$ cat config.mk
export PLATFORM = sky130hd
export DESIGN_NAME = rgbk_position
export DESIGN_NICKNAME = d
export VERILOG_FILES = /design/src/sv/rgbk_pkg.sv /design/src/sv/rgbk_position.sv
export SDC_FILE = /design/constraint.sdc
export NUM_CORES = 1
export LEC_CHECK = 0
export ABC_AREA = 1
export BUFFER_PORTS_ARGS = -buffer_cell sky130_fd_sc_hd__clkbuf_2
export CORE_ASPECT_RATIO = 2
export CORE_MARGIN = 4
export CORE_UTILIZATION = 55
export DETAILED_ROUTE_END_ITERATION = 8
export PLACE_DENSITY = 0.85
export REMOVE_ABC_BUFFERS = 1
export SYNTH_ARGS = -nofsm -noshare
export SYNTH_HDL_FRONTEND = slang
export SYNTH_SLANG_ARGS = --single-unit
export TNS_END_PERCENT = 10
$ cat constraint.sdc
create_clock -name clock -period 4.7 [get_ports clock]
set_input_delay 0.235 -clock clock [delete_from_list [all_inputs] [get_ports clock]]
set_output_delay 0.235 -clock clock [all_outputs]
set_load 0.05 [all_outputs]
$ cat src/sv/rgbk_pkg.sv
// Shared types, constants and helpers of the RGB 3x3 kernel filter.
`default_nettype none
package rgbk_pkg;

   localparam int MAX_WIDTH      = 1024;
   localparam int MAX_HEIGHT     = 1024;
   localparam int COEF_FRAC_BITS = 16;

   localparam int COL_W   = $clog2(MAX_WIDTH);
   localparam int ROW_W   = $clog2(MAX_HEIGHT);
   localparam int DIM_W   = 11;
   localparam int CMP_W   = 14;
   localparam int OUT_W   = 10;
   localparam int CH_W    = 8;
   localparam int PIX_W   = 3 * CH_W;
   localparam int TSUM_W  = 13;
   localparam int SCALE_W = COEF_FRAC_BITS + 1;
   localparam int PROD_W  = TSUM_W + SCALE_W + 1;
   localparam int CSR_W   = 3;

   localparam longint BOX_COEF =
      ((64'd111111 << COEF_FRAC_BITS) + 64'd500000) / 64'd1000000;

   typedef enum logic [2:0] {
      MODE_GAUSS     = 3'd0,
      MODE_BOX       = 3'd1,
      MODE_EDGE      = 3'd2,
      MODE_LAPLACIAN = 3'd3,
      MODE_EMBOSS    = 3'd4,
      MODE_MOTION    = 3'd5,
      MODE_SHARPEN   = 3'd6
   } mode_type;

   typedef enum logic [CSR_W-1:0] {
      CSR_FILTER_MODE   = 3'd0,
      CSR_IMAGE_HEIGHT  = 3'd1,
      CSR_IMAGE_WIDTH   = 3'd2,
      CSR_SEL_ROW_START = 3'd3,
      CSR_SEL_ROW_END   = 3'd4,
      CSR_SEL_COL_START = 3'd5,
      CSR_SEL_COL_END   = 3'd6
   } csr_index_type;

   typedef struct packed {
      logic [DIM_W-1:0] image_height;
      logic [DIM_W-1:0] image_width;
      logic [DIM_W-1:0] sel_row_start;
      logic [DIM_W-1:0] sel_row_end;
      logic [DIM_W-1:0] sel_col_start;
      logic [DIM_W-1:0] sel_col_end;
   } geom_type;

   typedef struct packed {
      logic [OUT_W-1:0] row;
      logic [OUT_W-1:0] col;
      logic [COL_W-1:0] col_idx;
      logic [OUT_W-1:0] ctr_row;
      logic [OUT_W-1:0] ctr_col;
      logic             cen;
      logic             sel;
      logic             bord;
   } pos_type;

   typedef struct packed {
      logic [OUT_W-1:0] ctr_row;
      logic [OUT_W-1:0] ctr_col;
      logic [PIX_W-1:0] ctr_px;
      logic [OUT_W-1:0] bord_row;
      logic [OUT_W-1:0] bord_col;
      logic [PIX_W-1:0] bord_px;
      logic             cen;
      logic             bord;
   } res_type;

   // Q-format weight that turns an integer tap sum into the exact sum.
   function automatic logic [SCALE_W-1:0] kernel_scale(input logic [2:0] mode);
      logic [SCALE_W-1:0] s;
      case (mode_type'(mode))
         MODE_GAUSS: s = SCALE_W'(1) << (COEF_FRAC_BITS - 4);
         MODE_BOX:   s = SCALE_W'(BOX_COEF);
         default:    s = SCALE_W'(1) << COEF_FRAC_BITS;
      endcase
      return s;
   endfunction

endpackage
`default_nettype wire

$ cat src/sv/rgbk_position.sv
// Row/column counters and the per-pixel position flags.
`default_nettype none
module rgbk_position
   import rgbk_pkg::*;
(
   input  wire logic     clock,
   input  wire logic     reset,
   input  wire logic     advance,
   input  wire geom_type geom,
   output pos_type       pos
);

   logic [ROW_W-1:0] row_ff, row_in;
   logic [COL_W-1:0] col_ff, col_in;

   logic [CMP_W-1:0] h, w, r, c, cr, cc, c_nx, r_nx;
   logic             outside;

   always_comb begin
      if (geom.image_height == '0) begin
         h = CMP_W'(1);
      end else if (CMP_W'(geom.image_height) > CMP_W'(MAX_HEIGHT)) begin
         h = CMP_W'(MAX_HEIGHT);
      end else begin
         h = CMP_W'(geom.image_height);
      end
      if (geom.image_width == '0) begin
         w = CMP_W'(1);
      end else if (CMP_W'(geom.image_width) > CMP_W'(MAX_WIDTH)) begin
         w = CMP_W'(MAX_WIDTH);
      end else begin
         w = CMP_W'(geom.image_width);
      end

      outside = (CMP_W'(row_ff) >= h) || (CMP_W'(col_ff) >= w);
      r  = outside ? '0 : CMP_W'(row_ff);
      c  = outside ? '0 : CMP_W'(col_ff);
      cr = r - CMP_W'(1);
      cc = c - CMP_W'(1);

      pos.row     = OUT_W'(r);
      pos.col     = OUT_W'(c);
      pos.col_idx = COL_W'(c);
      pos.ctr_row = OUT_W'(cr);
      pos.ctr_col = OUT_W'(cc);
      pos.cen     = (r >= CMP_W'(2)) && (c >= CMP_W'(2));
      pos.sel     = (cr >= CMP_W'(geom.sel_row_start)) && (cr < CMP_W'(geom.sel_row_end)) &&
                    (cc >= CMP_W'(geom.sel_col_start)) && (cc < CMP_W'(geom.sel_col_end));
      pos.bord    = (r == '0) || (r == h - CMP_W'(1)) || (c == '0) || (c == w - CMP_W'(1));

      c_nx = c + CMP_W'(1);
      r_nx = r + CMP_W'(1);
      if (c_nx >= w) begin
         col_in = '0;
         row_in = (r_nx >= h) ? '0 : ROW_W'(r_nx);
      end else begin
         col_in = COL_W'(c_nx);
         row_in = ROW_W'(r);
      end
   end

   always_ff @(posedge clock) begin
      if (reset) begin
         row_ff <= '0;
         col_ff <= '0;
      end else if (advance) begin
         row_ff <= row_in;
         col_ff <= col_in;
      end
   end

endmodule
`default_nettype wire

==> report_table.html, run 1 <==
<table>
<tr><th>Metric</th><th>Value</th></tr>
<tr><th colspan="2">STA</th></tr>
<tr><td>Max_slew headroom</td><td>62.08%</td></tr>
<tr><td>Final number of setup-violating endpoints</td><td>1</td></tr>
<tr><td>Post-route clock skew</td><td>0.003963 ns</td></tr>
<tr><td>Worst setup slack after layout</td><td>-0.08333 ns</td></tr>
<tr><td>Endpoints failing hold</td><td>0</td></tr>
<tr><td>Max Clk Rate</td><td>0.2091 GHz</td></tr>
<tr><td>Slew Viols, Final</td><td>0</td></tr>
<tr><td>Final period demand of the worst path</td><td>roughly 4.8 ns</td></tr>
<tr><td>Aggregate negative setup slack</td><td>-0.08333 ns</td></tr>
<tr><td>Setup repair after global routing missed its margin</td><td>yes</td></tr>
<tr><td>Final period utilization</td><td>101.8%</td></tr>
<tr><td>Tightest Pin Transition</td><td>0.5682 ns</td></tr>
<tr><th colspan="2">Yosys</th></tr>
<tr><td>Synth async-reset ratio</td><td>0%</td></tr>
<tr><td>Primary FF master, synth</td><td>dfxtp_1</td></tr>
<tr><td>Ys Warns</td><td>0</td></tr>
<tr><td>Post-synthesis instance area</td><td>5161 sq um</td></tr>
<tr><td>Cell taking the most area after synthesis</td><td>ha_1</td></tr>
<tr><td>Post-synthesis average cell area</td><td>5.974 sq um</td></tr>
<tr><td>Yosys reg bits</td><td>20</td></tr>
<tr><td>Top cell type's share of synthesized area</td><td>21.58%</td></tr>
<tr><td>Ranking of synthesized cells by area</td><td>ha_1, nand2_1, inv_1</td></tr>
<tr><td>Sequential element share of the synthesized area</td><td>under 10%</td></tr>
<tr><td>Count of distinct cell types in the synthesized netlist</td><td>46</td></tr>
<tr><td>Instance count of the mapped netlist</td><td>864</td></tr>
<tr><td>EDFF count, synth</td><td>0</td></tr>
<tr><td>Post-synth top cells</td><td>nand2_1, inv_1, ha_1</td></tr>
<tr><td>Most used standard cell by instance count after synthesis</td><td>nand2_1</td></tr>
<tr><th colspan="2">CTS</th></tr>
<tr><td>Number of buffers added by the clock tree synthesis step</td><td>3</td></tr>
<tr><td>Clk root buf</td><td>clkbuf_16</td></tr>
<tr><td>Cts-stage hold buffer count</td><td>0</td></tr>
<tr><td>Buffer depth of the longest clock path</td><td>2</td></tr>
<tr><td>Source-to-sink clock delay at the later pin of the worst-skew pair</td><td>~0.26 ns</td></tr>
<tr><td>Clock net sink count</td><td>20</td></tr>
<tr><td>H-tree depth</td><td>1</td></tr>
<tr><td>TritonCTS clock tree</td><td>yes</td></tr>
<tr><td>Clock transition at path regs</td><td>~0.060 ns</td></tr>
<tr><th colspan="2">Pwr</th></tr>
<tr><td>Power density relative to cell area</td><td>155.5 nW/um^2</td></tr>
<tr><td>Worst supply voltage drop on vdd</td><td>136.6 uV</td></tr>
<tr><td>LEAKAGE</td><td>0.004267 uW</td></tr>
<tr><th colspan="2">Floorplan</th></tr>
<tr><td>Die area</td><td>11090 sq um</td></tr>
<tr><td>Number of rows in the core area</td><td>around 50</td></tr>
<tr><td>Die H</td><td>145.0 um</td></tr>
<tr><td>Die W</td><td>76.50 um</td></tr>
<tr><td>Initial Utilization</td><td>between 50% and 60%</td></tr>
<tr><td>Core region area</td><td>between 9000 and 10000 sq um</td></tr>
<tr><td>Number of placed I/O pins</td><td>122</td></tr>
<tr><th colspan="2">Route</th></tr>
<tr><td>Count of vias placed by the detailed router</td><td>6862</td></tr>
<tr><td>Residual DRC</td><td>0</td></tr>
<tr><td>Count of routing violations after the opening detailed-route iteration</td><td>316</td></tr>
<tr><td>Routed len/inst</td><td>16.66 um</td></tr>
<tr><td>Vias per inst</td><td>about 5.6</td></tr>
<tr><td>Number of nets still failing antenna checks after routing</td><td>0</td></tr>
<tr><td>Total wirelength of the detailed-routed design</td><td>~20000 um</td></tr>
<tr><td>Drt first pass iters</td><td>6</td></tr>
<tr><th colspan="2">Placed design</th></tr>
<tr><td>Final weighted congestion in routability-driven placement</td><td>1.005</td></tr>
<tr><td>Detailed Place HPWL</td><td>16920 um</td></tr>
<tr><td>Place WS</td><td>-0.2237 ns</td></tr>
<tr><td>Quantity of I/O buffers inserted on ports</td><td>around 120</td></tr>
<tr><th colspan="2">Cells and area</th></tr>
<tr><td>Share of cells above drive strength 1</td><td>32.80%</td></tr>
<tr><td>Ant diodes</td><td>0</td></tr>
<tr><td>Net total in the final layout</td><td>1275</td></tr>
<tr><td>Synthesis-to-finish area growth</td><td>40.27%</td></tr>
<tr><th colspan="2">Global route</th></tr>
<tr><td>First-pass GRT wire length</td><td>30520 um</td></tr>
<tr><td>Via count of the first global-routing pass</td><td>6952</td></tr>
<tr><td>GRT Resource Usage Total</td><td>between 30% and 40%</td></tr>
<tr><td>Antenna violations before repair</td><td>0</td></tr>
<tr><td>Total gr overflow</td><td>0</td></tr>
<tr><td>Met1 GRT Util</td><td>between 20% and 30%</td></tr>
<tr><td>Met3 global-route usage</td><td>3.908%</td></tr>
<tr><td>Largest net degree at the start of global routing</td><td>20</td></tr>
<tr><td>Global-route layer with the greatest usage</td><td>met2</td></tr>
<tr><td>GR Util met2</td><td>around two thirds</td></tr>
<tr><th colspan="2">Run status</th></tr>
<tr><td>Violations in the final reports</td><td>setup timing</td></tr>
<tr><td>Status</td><td>complete, but fails checks</td></tr>
<tr><th colspan="2">Critical path</th></tr>
<tr><td>Max FO, Critical Path</td><td>7</td></tr>
<tr><td>Startpoint class of the critical path</td><td>input port</td></tr>
<tr><td>Kind of end point of the critical path</td><td>output port</td></tr>
<tr><td>Data required time at the worst endpoint</td><td>4.47 ns</td></tr>
<tr><td>Critical path's slowest cell</td><td>xor2_1</td></tr>
<tr><td>Highest cell delay on the worst timing path</td><td>0.28 ns</td></tr>
<tr><td>Crit path arrival time</td><td>4.55 ns</td></tr>
<tr><td>Critical path type</td><td>in -&gt; out</td></tr>
<tr><td>Most numerous cell on the critical path</td><td>nand2_1</td></tr>
<tr><th colspan="2">Hold path</th></tr>
<tr><td>Worst min path class</td><td>in -&gt; reg</td></tr>
<tr><th colspan="2">Run</th></tr>
<tr><td>Max-cap violations</td><td>0</td></tr>
</table>
## through the flow
| step | power [uW] | utilization, % | hold WS [ns] | std cells | instance area [sq um] |
|---|---|---|---|---|---|
| 2_1_floorplan | 594.3 | - | 0.2974 | 846 | 5021 |
| 3_3_place_gp | 858.1 | 75.83 | 0.4764 | 1212 | 6880 |
| 5_1_grt | 1203 | 79.78 | 0.2856 | 1218 | 7239 |
| 3_5_place_dp | 880.2 | 75.83 | 0.4872 | 1212 | 6880 |
| 4_1_cts | 1092 | 77.51 | 0.2729 | 1217 | 7033 |
| 6_report | 1126 | 79.78 | 0.2749 | 1218 | 7239 |
## layout make-up
cell class              count  area, sq um
repair buffers            266         1763
clock buffers               4        88.84
multi-input cells         671         4272
well taps                 102        127.6
fillers                   711         1834
flip-flops and latches     20        400.4
inverters                 155        588.1
## state kept, by name, indices dropped and copies added (netlist names)
register  count
col_ff       10
row_ff       10
## where the power goes
part | switching, uW | total (uW) | internal [uW]
clock | 72.1 | 202 | 130
combinational | 467 | 747 | 280
sequential | 4.16 | 177 | 173
## worst max-delay path: cells and delay by family
| family | cells | cell delay, ns |
|---|---|---|
| buffers and inverters | 6 | 1.02 |
| AOI/OAI and AO/OA | 2 | 0.31 |
| and+or+nand+nor | 20 | 2.26 |
| adders and majority gates | 2 | 0.42 |
| xor gates and xnor gates | 1 | 0.28 |
## logic make-up (layout without fill, tap and decap cells)
family / Yosys count / after routing / share of synthesized area, %
AND/OR/NAND/NOR: 466 / 466 / 42.40
buffers and inverters: 173 / 425 / 14.06
XOR/XNOR: 25 / 25 / 4.242
AO/OA/AOI/OAI: 91 / 91 / 9.964
flip-flops: 20 / 20 / 7.757
adder cells (fa/ha/maj): 89 / 89 / 21.58
## cell usage in the layout, fill, tap and decap left out, types with 9 or more instances in the layout
master,n
nand2_1,230
o21ai_0,22
buf_4,140
clkbuf_2,119
xor2_1,23
a21oi_1,44
dfxtp_1,20
nor2_4,13
nor2_1,66
nor3_1,17
nand3_1,61
nor2_2,14
nand2_2,18
inv_1,144
nand4_1,18
nand2_4,9
ha_1,83
## routing by layer
metal	wire length [um]	part of all wire (%)
met5	0	0
met2	11020	54
met4	2322	11
met1	6050	30
met3	899	4.4
## worst paths after layout
kind / from / slack, ns / endpoint / depth (start not counted)
worst max-delay path: geom[47] / -0.08 / pos[1] / 31
worst min-delay path: advance / 0.27 / row_ff[2] / 2
worst max register to register: row_ff[5] / 0.40 / col_ff[9] / 27
worst min register to register: row_ff[8] / 0.50 / row_ff[8] / 2
## timing repair
action / CTS / global route
pin swaps: 3 / 16
gates cloned: 1 / 0
setup endpoints to repair: 1 / 18
buffers inserted: 0 / 1
resized for setup: 14 / 42
(Power assumes the default switching activity.)
==> run 2, diff against run 1 <==
Settings changed: CORE_UTILIZATION 55 to 45, PLACE_DENSITY 0.85 to 0.73.
==> run 2 against run 1 <==
Net effect:
- the flow now finishes without violations
- register-to-register slack gained 0.11 ns
- clock power grew 23%
- fmax grew 7.0%
- critical path type unchanged
- critical endpoint unchanged
==> report_table.html, run 2 (synthesized netlist as in run 1, its figures left out) <==
<table>
<tr><th>Metric</th><th>Value</th></tr>
<tr><th colspan="2">STA</th></tr>
<tr><td>Post-route clock skew</td><td>0.007512 ns</td></tr>
<tr><td>Final period demand of the worst path</td><td>between 4 and 5 ns</td></tr>
<tr><td>Final number of setup-violating endpoints</td><td>0</td></tr>
<tr><td>Endpoints failing hold</td><td>0</td></tr>
<tr><td>Max_slew headroom</td><td>63.63%</td></tr>
<tr><td>Worst setup slack after layout</td><td>0.2293 ns</td></tr>
<tr><td>Slew Viols, Final</td><td>0</td></tr>
<tr><td>Max Clk Rate</td><td>0.2237 GHz</td></tr>
<tr><td>Final period utilization</td><td>95.12%</td></tr>
<tr><td>Tightest Pin Transition</td><td>0.5450 ns</td></tr>
<tr><td>Aggregate negative setup slack</td><td>0 ns</td></tr>
<tr><td>Setup repair after global routing missed its margin</td><td>yes</td></tr>
<tr><th colspan="2">CTS</th></tr>
<tr><td>Buffer depth of the longest clock path</td><td>2</td></tr>
<tr><td>TritonCTS clock tree</td><td>yes</td></tr>
<tr><td>Clk root buf</td><td>clkbuf_16</td></tr>
<tr><td>H-tree depth</td><td>1</td></tr>
<tr><td>Cts-stage hold buffer count</td><td>0</td></tr>
<tr><td>Clock transition at path regs</td><td>0.07 ns</td></tr>
<tr><td>Clock net sink count</td><td>20</td></tr>
<tr><td>Number of buffers added by the clock tree synthesis step</td><td>3</td></tr>
<tr><td>Source-to-sink clock delay at the later pin of the worst-skew pair</td><td>0.27 ns</td></tr>
<tr><th colspan="2">Floorplan</th></tr>
<tr><td>Number of placed I/O pins</td><td>~120</td></tr>
<tr><td>Core region area</td><td>11290 sq um</td></tr>
<tr><td>Number of rows in the core area</td><td>55</td></tr>
<tr><td>Die H</td><td>159.5 um</td></tr>
<tr><td>Initial Utilization</td><td>45.73%</td></tr>
<tr><td>Die area</td><td>about 13000 sq um</td></tr>
<tr><td>Die W</td><td>83.73 um</td></tr>
<tr><th colspan="2">Route</th></tr>
<tr><td>Drt first pass iters</td><td>7</td></tr>
<tr><td>Count of routing violations after the opening detailed-route iteration</td><td>239</td></tr>
<tr><td>Total wirelength of the detailed-routed design</td><td>between 15000 and 20000 um</td></tr>
<tr><td>Routed len/inst</td><td>15.23 um</td></tr>
<tr><td>Residual DRC</td><td>0</td></tr>
<tr><td>Vias per inst</td><td>5.306</td></tr>
<tr><td>Number of nets still failing antenna checks after routing</td><td>0</td></tr>
<tr><td>Count of vias placed by the detailed router</td><td>6505</td></tr>
<tr><th colspan="2">Placed design</th></tr>
<tr><td>Detailed Place HPWL</td><td>16040 um</td></tr>
<tr><td>Placement-stage cell area</td><td>6643 sq um</td></tr>
<tr><td>Final weighted congestion in routability-driven placement</td><td>0.9957</td></tr>
<tr><td>Place WS</td><td>-0.09842 ns</td></tr>
<tr><td>Quantity of I/O buffers inserted on ports</td><td>121</td></tr>
<tr><td>Placed cells</td><td>1217</td></tr>
<tr><th colspan="2">Critical path</th></tr>
<tr><td>Launch point of the worst reg-to-reg path</td><td>row_ff[5]</td></tr>
<tr><td>Critical path type</td><td>in -&gt; out</td></tr>
<tr><td>Crit path max-delay family</td><td>simple AND/OR/NAND/NOR gates</td></tr>
<tr><td>Highest cell delay on the worst timing path</td><td>0.32 ns</td></tr>
<tr><td>Data required time at the worst endpoint</td><td>4.47 ns</td></tr>
<tr><td>Critical path's slowest cell</td><td>ha_1</td></tr>
<tr><td>First element of the critical path</td><td>geom[51]</td></tr>
<tr><td>Kind of end point of the critical path</td><td>output port</td></tr>
<tr><td>Most numerous cell on the critical path</td><td>nand2_1</td></tr>
<tr><td>Reg-to-reg slack, setup</td><td>slightly above 0.5 ns</td></tr>
<tr><td>Startpoint class of the critical path</td><td>input port</td></tr>
<tr><td>Crit path arrival time</td><td>around 4.2 ns</td></tr>
<tr><td>Max FO, Critical Path</td><td>8</td></tr>
<tr><td>Count of buffering cells on the critical path with inverters included</td><td>6</td></tr>
<tr><th colspan="2">Cells and area</th></tr>
<tr><td>Finished layout cell area</td><td>7064 sq um</td></tr>
<tr><td>Share of cells above drive strength 1</td><td>a little under a third</td></tr>
<tr><td>Ant diodes</td><td>0</td></tr>
<tr><td>Most common cell after layout, fill and taps aside</td><td>nand2_1</td></tr>
<tr><td>Synthesis-to-finish area growth</td><td>36.87%</td></tr>
<tr><td>Final Non-Filler Cells</td><td>1226</td></tr>
<tr><td>Commonest non-fill, non-tap cells in the layout</td><td>nand2_1, inv_1, clkbuf_2</td></tr>
<tr><td>Net total in the final layout</td><td>1243</td></tr>
<tr><td>Biggest registers after layout</td><td>col_ff (10), row_ff (10)</td></tr>
<tr><td>Filler cell count in the final layout</td><td>between 1000 and 1500</td></tr>
<tr><th colspan="2">Run status</th></tr>
<tr><td>Status</td><td>complete, no violations</td></tr>
<tr><th colspan="2">Global route</th></tr>
<tr><td>GRT Resource Usage Total</td><td>around 27%</td></tr>
<tr><td>Via count of the first global-routing pass</td><td>6358</td></tr>
<tr><td>First-pass GRT wire length</td><td>just under 30000 um</td></tr>
<tr><td>Largest net degree at the start of global routing</td><td>20</td></tr>
<tr><td>Antenna violations before repair</td><td>0</td></tr>
<tr><td>Total gr overflow</td><td>0</td></tr>
<tr><th colspan="2">Hold path</th></tr>
<tr><td>Worst min path class</td><td>in -&gt; reg</td></tr>
<tr><td>Hold path start</td><td>advance</td></tr>
<tr><th colspan="2">Run</th></tr>
<tr><td>Max-cap violations</td><td>0</td></tr>
<tr><th colspan="2">Pwr</th></tr>
<tr><td>Worst supply voltage drop on vdd</td><td>127.7 uV</td></tr>
<tr><td>LEAKAGE</td><td>0.004102 uW</td></tr>
<tr><td>Power density relative to cell area</td><td>160.5 nW/um^2</td></tr>
</table>
## run 2: changes by cell type in the layout (fill, tap and decap cells not counted), sizes merged
cell / previous run / this run
clkbuf: 124 / 122
bufinv: 0 / 1
buf: 146 / 115
## run 2: per-layer routing
layer / vias up / track usage (%) / share of wire (%) / wire length (um)
met1: 2930 / 23.36 / 31 / 5726
li1: 3221 / - / - / -
met3: 109 / 1.916 / 4.4 / 825
met2: 245 / 54.50 / 56 / 10510
met5: - / 0 / 0 / 0
met4: 0 / 21.38 / 8.6 / 1605
## run 2: layout make-up
cell class                 instances  area, sq um  share of cell area [%]
multi-input combinational        671         4280                   60.59
timing repair buffer             234         1515                   21.45
inverter                         155        585.6                   8.289
sequential                        20        400.4                   5.668
tap                              142        177.7                   2.515
clock buffer                       3        75.07                   1.063
clock inverter                     1        30.03                  0.4251
## run 2: what timing repair did
item	in CTS	in global routing
setup endpoints to repair	1	18
cloned	0	0
pin swaps	0	15
endpoints found under the hold margin	0	0
gates resized for setup	4	57
buffers inserted	2	3
## run 2: worst paths after layout
path,endpoint,depth (start not counted)
max reg2reg,row_ff[1],26
min,row_ff[2],2
min reg2reg,col_ff[9],2
max,pos[1],34
## run 2: metrics by stage
step / utilization [%] / hold slack, ns / power, uW
2_1_floorplan: - / 0.2974 / 594.3
3_3_place_gp: 58.86 / 0.4737 / 836.1
3_5_place_dp: 58.86 / 0.4765 / 850.1
4_1_cts: 60.16 / 0.2640 / 1103
5_1_grt: 62.59 / 0.2803 / 1212
6_report: 62.59 / 0.2741 / 1134
## run 2: power breakdown
part | total (uW) | internal [uW] | switching, uW
registers | 177 | 172 | 4.69
logic | 708 | 263 | 445
clock network | 249 | 170 | 78.9
==> run 3, diff against run 2 <==
Settings changed: CORE_UTILIZATION 45 to 56, PLACE_DENSITY 0.73 to 0.87.
==> run 3 against run 2 <==
Net effect:
- via count up 7.7%
- total power shrank 1.4%
- combinational power is 4.5% higher
- register-to-register slack got worse by 0.50 ns
- final area down 2.0%
- sequential share of layout area increased by 0.11 points
- global-route usage is 7.5 points higher
- hold slack lost 0.032 ns
- worst setup slack got worse by 0.45 ns
- clock skew down 0.0045 ns
- non-clock buffer count decreased by 26
- largest cell class unchanged
- the flow now finishes with violations (DRC, setup timing)
- critical endpoint unchanged
- fmax decreased by 9.1%
==> report_table.html, run 3 (synthesized netlist as in run 1, its figures left out) <==
<table>
<tr><th>Metric</th><th>Value</th></tr>
<tr><th colspan="2">Run status</th></tr>
<tr><td>Status</td><td>complete, but fails checks</td></tr>
<tr><td>Violations in the final reports</td><td>DRC, setup timing</td></tr>
<tr><th colspan="2">Cells and area</th></tr>
<tr><td>Net total in the final layout</td><td>1217</td></tr>
<tr><td>Synthesis-to-finish area growth</td><td>34.18%</td></tr>
<tr><td>Most common cell after layout, fill and taps aside</td><td>nand2_1</td></tr>
<tr><td>Finished layout cell area</td><td>6925 sq um</td></tr>
<tr><td>Share of cells above drive strength 1</td><td>31.69%</td></tr>
<tr><td>Register area</td><td>400.4 sq um</td></tr>
<tr><td>Filler cell count in the final layout</td><td>649</td></tr>
<tr><td>Commonest non-fill, non-tap cells in the layout</td><td>nand2_1, inv_1, clkbuf_2</td></tr>
<tr><td>Biggest registers after layout</td><td>col_ff (10), row_ff (10)</td></tr>
<tr><td>Multi-input gate area</td><td>4427 sq um</td></tr>
<tr><td>Ant diodes</td><td>0</td></tr>
<tr><th colspan="2">Global route</th></tr>
<tr><td>GRT Resource Usage Total</td><td>34.60%</td></tr>
<tr><td>First-pass GRT wire length</td><td>28480 um</td></tr>
<tr><td>Global-route layer with the greatest usage</td><td>met2</td></tr>
<tr><td>GR Util met2</td><td>61.71%</td></tr>
<tr><td>Via count of the first global-routing pass</td><td>6504</td></tr>
<tr><td>Met3 global-route usage</td><td>a little over a tenth</td></tr>
<tr><td>Antenna violations before repair</td><td>0</td></tr>
<tr><td>Largest net degree at the start of global routing</td><td>20</td></tr>
<tr><td>Met1 GRT Util</td><td>roughly a quarter</td></tr>
<tr><td>Total gr overflow</td><td>0</td></tr>
<tr><th colspan="2">Route</th></tr>
<tr><td>Drt first pass iters</td><td>9</td></tr>
<tr><td>Total wirelength of the detailed-routed design</td><td>21730 um</td></tr>
<tr><td>Vias per inst</td><td>6.047</td></tr>
<tr><td>Number of nets still failing antenna checks after routing</td><td>0</td></tr>
<tr><td>Count of routing violations after the opening detailed-route iteration</td><td>approximately 660</td></tr>
<tr><td>Routed len/inst</td><td>18.75 um</td></tr>
<tr><td>Count of vias placed by the detailed router</td><td>7009</td></tr>
<tr><td>Residual DRC</td><td>2</td></tr>
<tr><th colspan="2">Floorplan</th></tr>
<tr><td>Number of placed I/O pins</td><td>roughly 120</td></tr>
<tr><td>Die H</td><td>143.8 um</td></tr>
<tr><td>Initial Utilization</td><td>57.27%</td></tr>
<tr><td>Core region area</td><td>9012 sq um</td></tr>
<tr><td>Die W</td><td>75.89 um</td></tr>
<tr><td>Die area</td><td>10910 sq um</td></tr>
<tr><td>Number of rows in the core area</td><td>49</td></tr>
<tr><th colspan="2">STA</th></tr>
<tr><td>Final period utilization</td><td>104.6%</td></tr>
<tr><td>Max_slew headroom</td><td>just under 60%</td></tr>
<tr><td>Endpoints failing hold</td><td>0</td></tr>
<tr><td>Slew Viols, Final</td><td>0</td></tr>
<tr><td>Final period demand of the worst path</td><td>around 4.9 ns</td></tr>
<tr><td>Aggregate negative setup slack</td><td>-1.341 ns</td></tr>
<tr><td>Worst setup slack after layout</td><td>-0.2161 ns</td></tr>
<tr><td>Post-route clock skew</td><td>0.003050 ns</td></tr>
<tr><td>Max Clk Rate</td><td>between 0.2 and 0.25 GHz</td></tr>
<tr><td>Final number of setup-violating endpoints</td><td>12</td></tr>
<tr><td>Tightest Pin Transition</td><td>around 0.62 ns</td></tr>
<tr><th colspan="2">CTS</th></tr>
<tr><td>Buffer depth of the longest clock path</td><td>2</td></tr>
<tr><td>Source-to-sink clock delay at the later pin of the worst-skew pair</td><td>0.29 ns</td></tr>
<tr><td>TritonCTS clock tree</td><td>yes</td></tr>
<tr><td>H-tree depth</td><td>1</td></tr>
<tr><td>Clock net sink count</td><td>20</td></tr>
<tr><td>Clock transition at path regs</td><td>0.06 ns</td></tr>
<tr><td>Clk root buf</td><td>clkbuf_16</td></tr>
<tr><td>Number of buffers added by the clock tree synthesis step</td><td>3</td></tr>
<tr><th colspan="2">Critical path</th></tr>
<tr><td>Crit path max-delay family</td><td>simple AND/OR/NAND/NOR gates</td></tr>
<tr><td>Crit path arrival time</td><td>4.68 ns</td></tr>
<tr><td>Max FO, Critical Path</td><td>7</td></tr>
<tr><td>Critical path's slowest cell</td><td>a21oi_1</td></tr>
<tr><td>Critical path type</td><td>in -&gt; out</td></tr>
<tr><td>Data required time at the worst endpoint</td><td>4.47 ns</td></tr>
<tr><td>Highest cell delay on the worst timing path</td><td>0.43 ns</td></tr>
<tr><td>Startpoint class of the critical path</td><td>input port</td></tr>
<tr><td>Count of buffering cells on the critical path with inverters included</td><td>6</td></tr>
<tr><td>Kind of end point of the critical path</td><td>output port</td></tr>
<tr><td>Most numerous cell on the critical path</td><td>nand2_1</td></tr>
<tr><th colspan="2">Placed design</th></tr>
<tr><td>Placement-stage cell area</td><td>about 6300 sq um</td></tr>
<tr><td>Final weighted congestion in routability-driven placement</td><td>0.9987</td></tr>
<tr><td>Place WS</td><td>-0.3489 ns</td></tr>
<tr><td>Detailed Place HPWL</td><td>15270 um</td></tr>
<tr><td>Quantity of I/O buffers inserted on ports</td><td>121</td></tr>
<tr><th colspan="2">Pwr</th></tr>
<tr><td>LEAKAGE</td><td>0.003975 uW</td></tr>
<tr><td>Power density relative to cell area</td><td>approximately 160 nW/um^2</td></tr>
<tr><td>Worst supply voltage drop on vdd</td><td>115.1 uV</td></tr>
<tr><th colspan="2">Hold path</th></tr>
<tr><td>Worst min path class</td><td>in -&gt; reg</td></tr>
<tr><th colspan="2">Run</th></tr>
<tr><td>Max-cap violations</td><td>0</td></tr>
</table>
==> run 3: area by class of cell <==
cell class	instances	share of cell area, %
clock buffers	3	1.084
multi-input cells	671	63.92
well taps	102	1.843
flip-flops and latches	20	5.781
repair buffers	208	18.88
inverters	155	8.491
==> run 3: worst paths after layout <==
| kind | from | to | slack, ns | cells after the start |
|---|---|---|---|---|
| max | geom[50] | pos[1] | -0.22 | 32 |
| min | advance | row_ff[2] | 0.24 | 2 |
| max reg2reg | col_ff[5] | col_ff[0] | 0.01 | 23 |
| min reg2reg | col_ff[9] | col_ff[9] | 0.50 | 2 |
==> run 3: layer usage <==
| layer | part of all wire, % | wire [um] |
|---|---|---|
| met4 | 13 | 2812 |
| met5 | 0 | 0 |
| met1 | 28 | 6173 |
| met3 | 9.8 | 2126 |
| met2 | 49 | 10610 |
==> run 3: through the flow <==
step	power, uW	util [%]	instances	hold slack (ns)
3_5_place_dp	813.5	69.93	1142	0.4866
5_1_grt	1176	76.84	1159	0.2613
2_1_floorplan	594.3	-	846	0.2974
3_3_place_gp	797.8	69.93	1142	0.4707
4_1_cts	1004	71.28	1146	0.2626
6_report	1118	76.84	1159	0.2425
==> run 3: what timing repair did <==
action / 4_1_cts / 5_1_grt
gates resized for setup: 11 / 96
pin swaps: 2 / 41
endpoints found under the setup margin: 7 / 21
setup buffers: 1 / 13
cloned: 0 / 1
endpoints found under the hold margin: 0 / 0
hold buffers: 0 / 0
==> run 3: worst register-to-register path, cell delays in order, from the launching register on <==
cell	delay, ns
dfxtp_1	0.59
ha_4	0.29
a21oi_1	0.43
nand3_2	0.14
nand2_2	0.12
nand2_2	0.08
nor2_4	0.25
nand2_4	0.12
inv_2	0.12
ha_1	0.23
nand3_4	0.14
nor2_2	0.15
nand3_1	0.12
nand2_1	0.15
inv_2	0.05
ha_1	0.18
a21oi_1	0.18
o21ai_0	0.10
a21oi_1	0.16
nand3_1	0.12
buf_4	0.16
nor2_2	0.42
nand2_1	0.15
a21oi_1	0.16
==> run 3: report_power, final <==
group	switching (uW)	internal [uW]
Clock	88.2	113
Combinational	487	253
Sequential	4.58	172
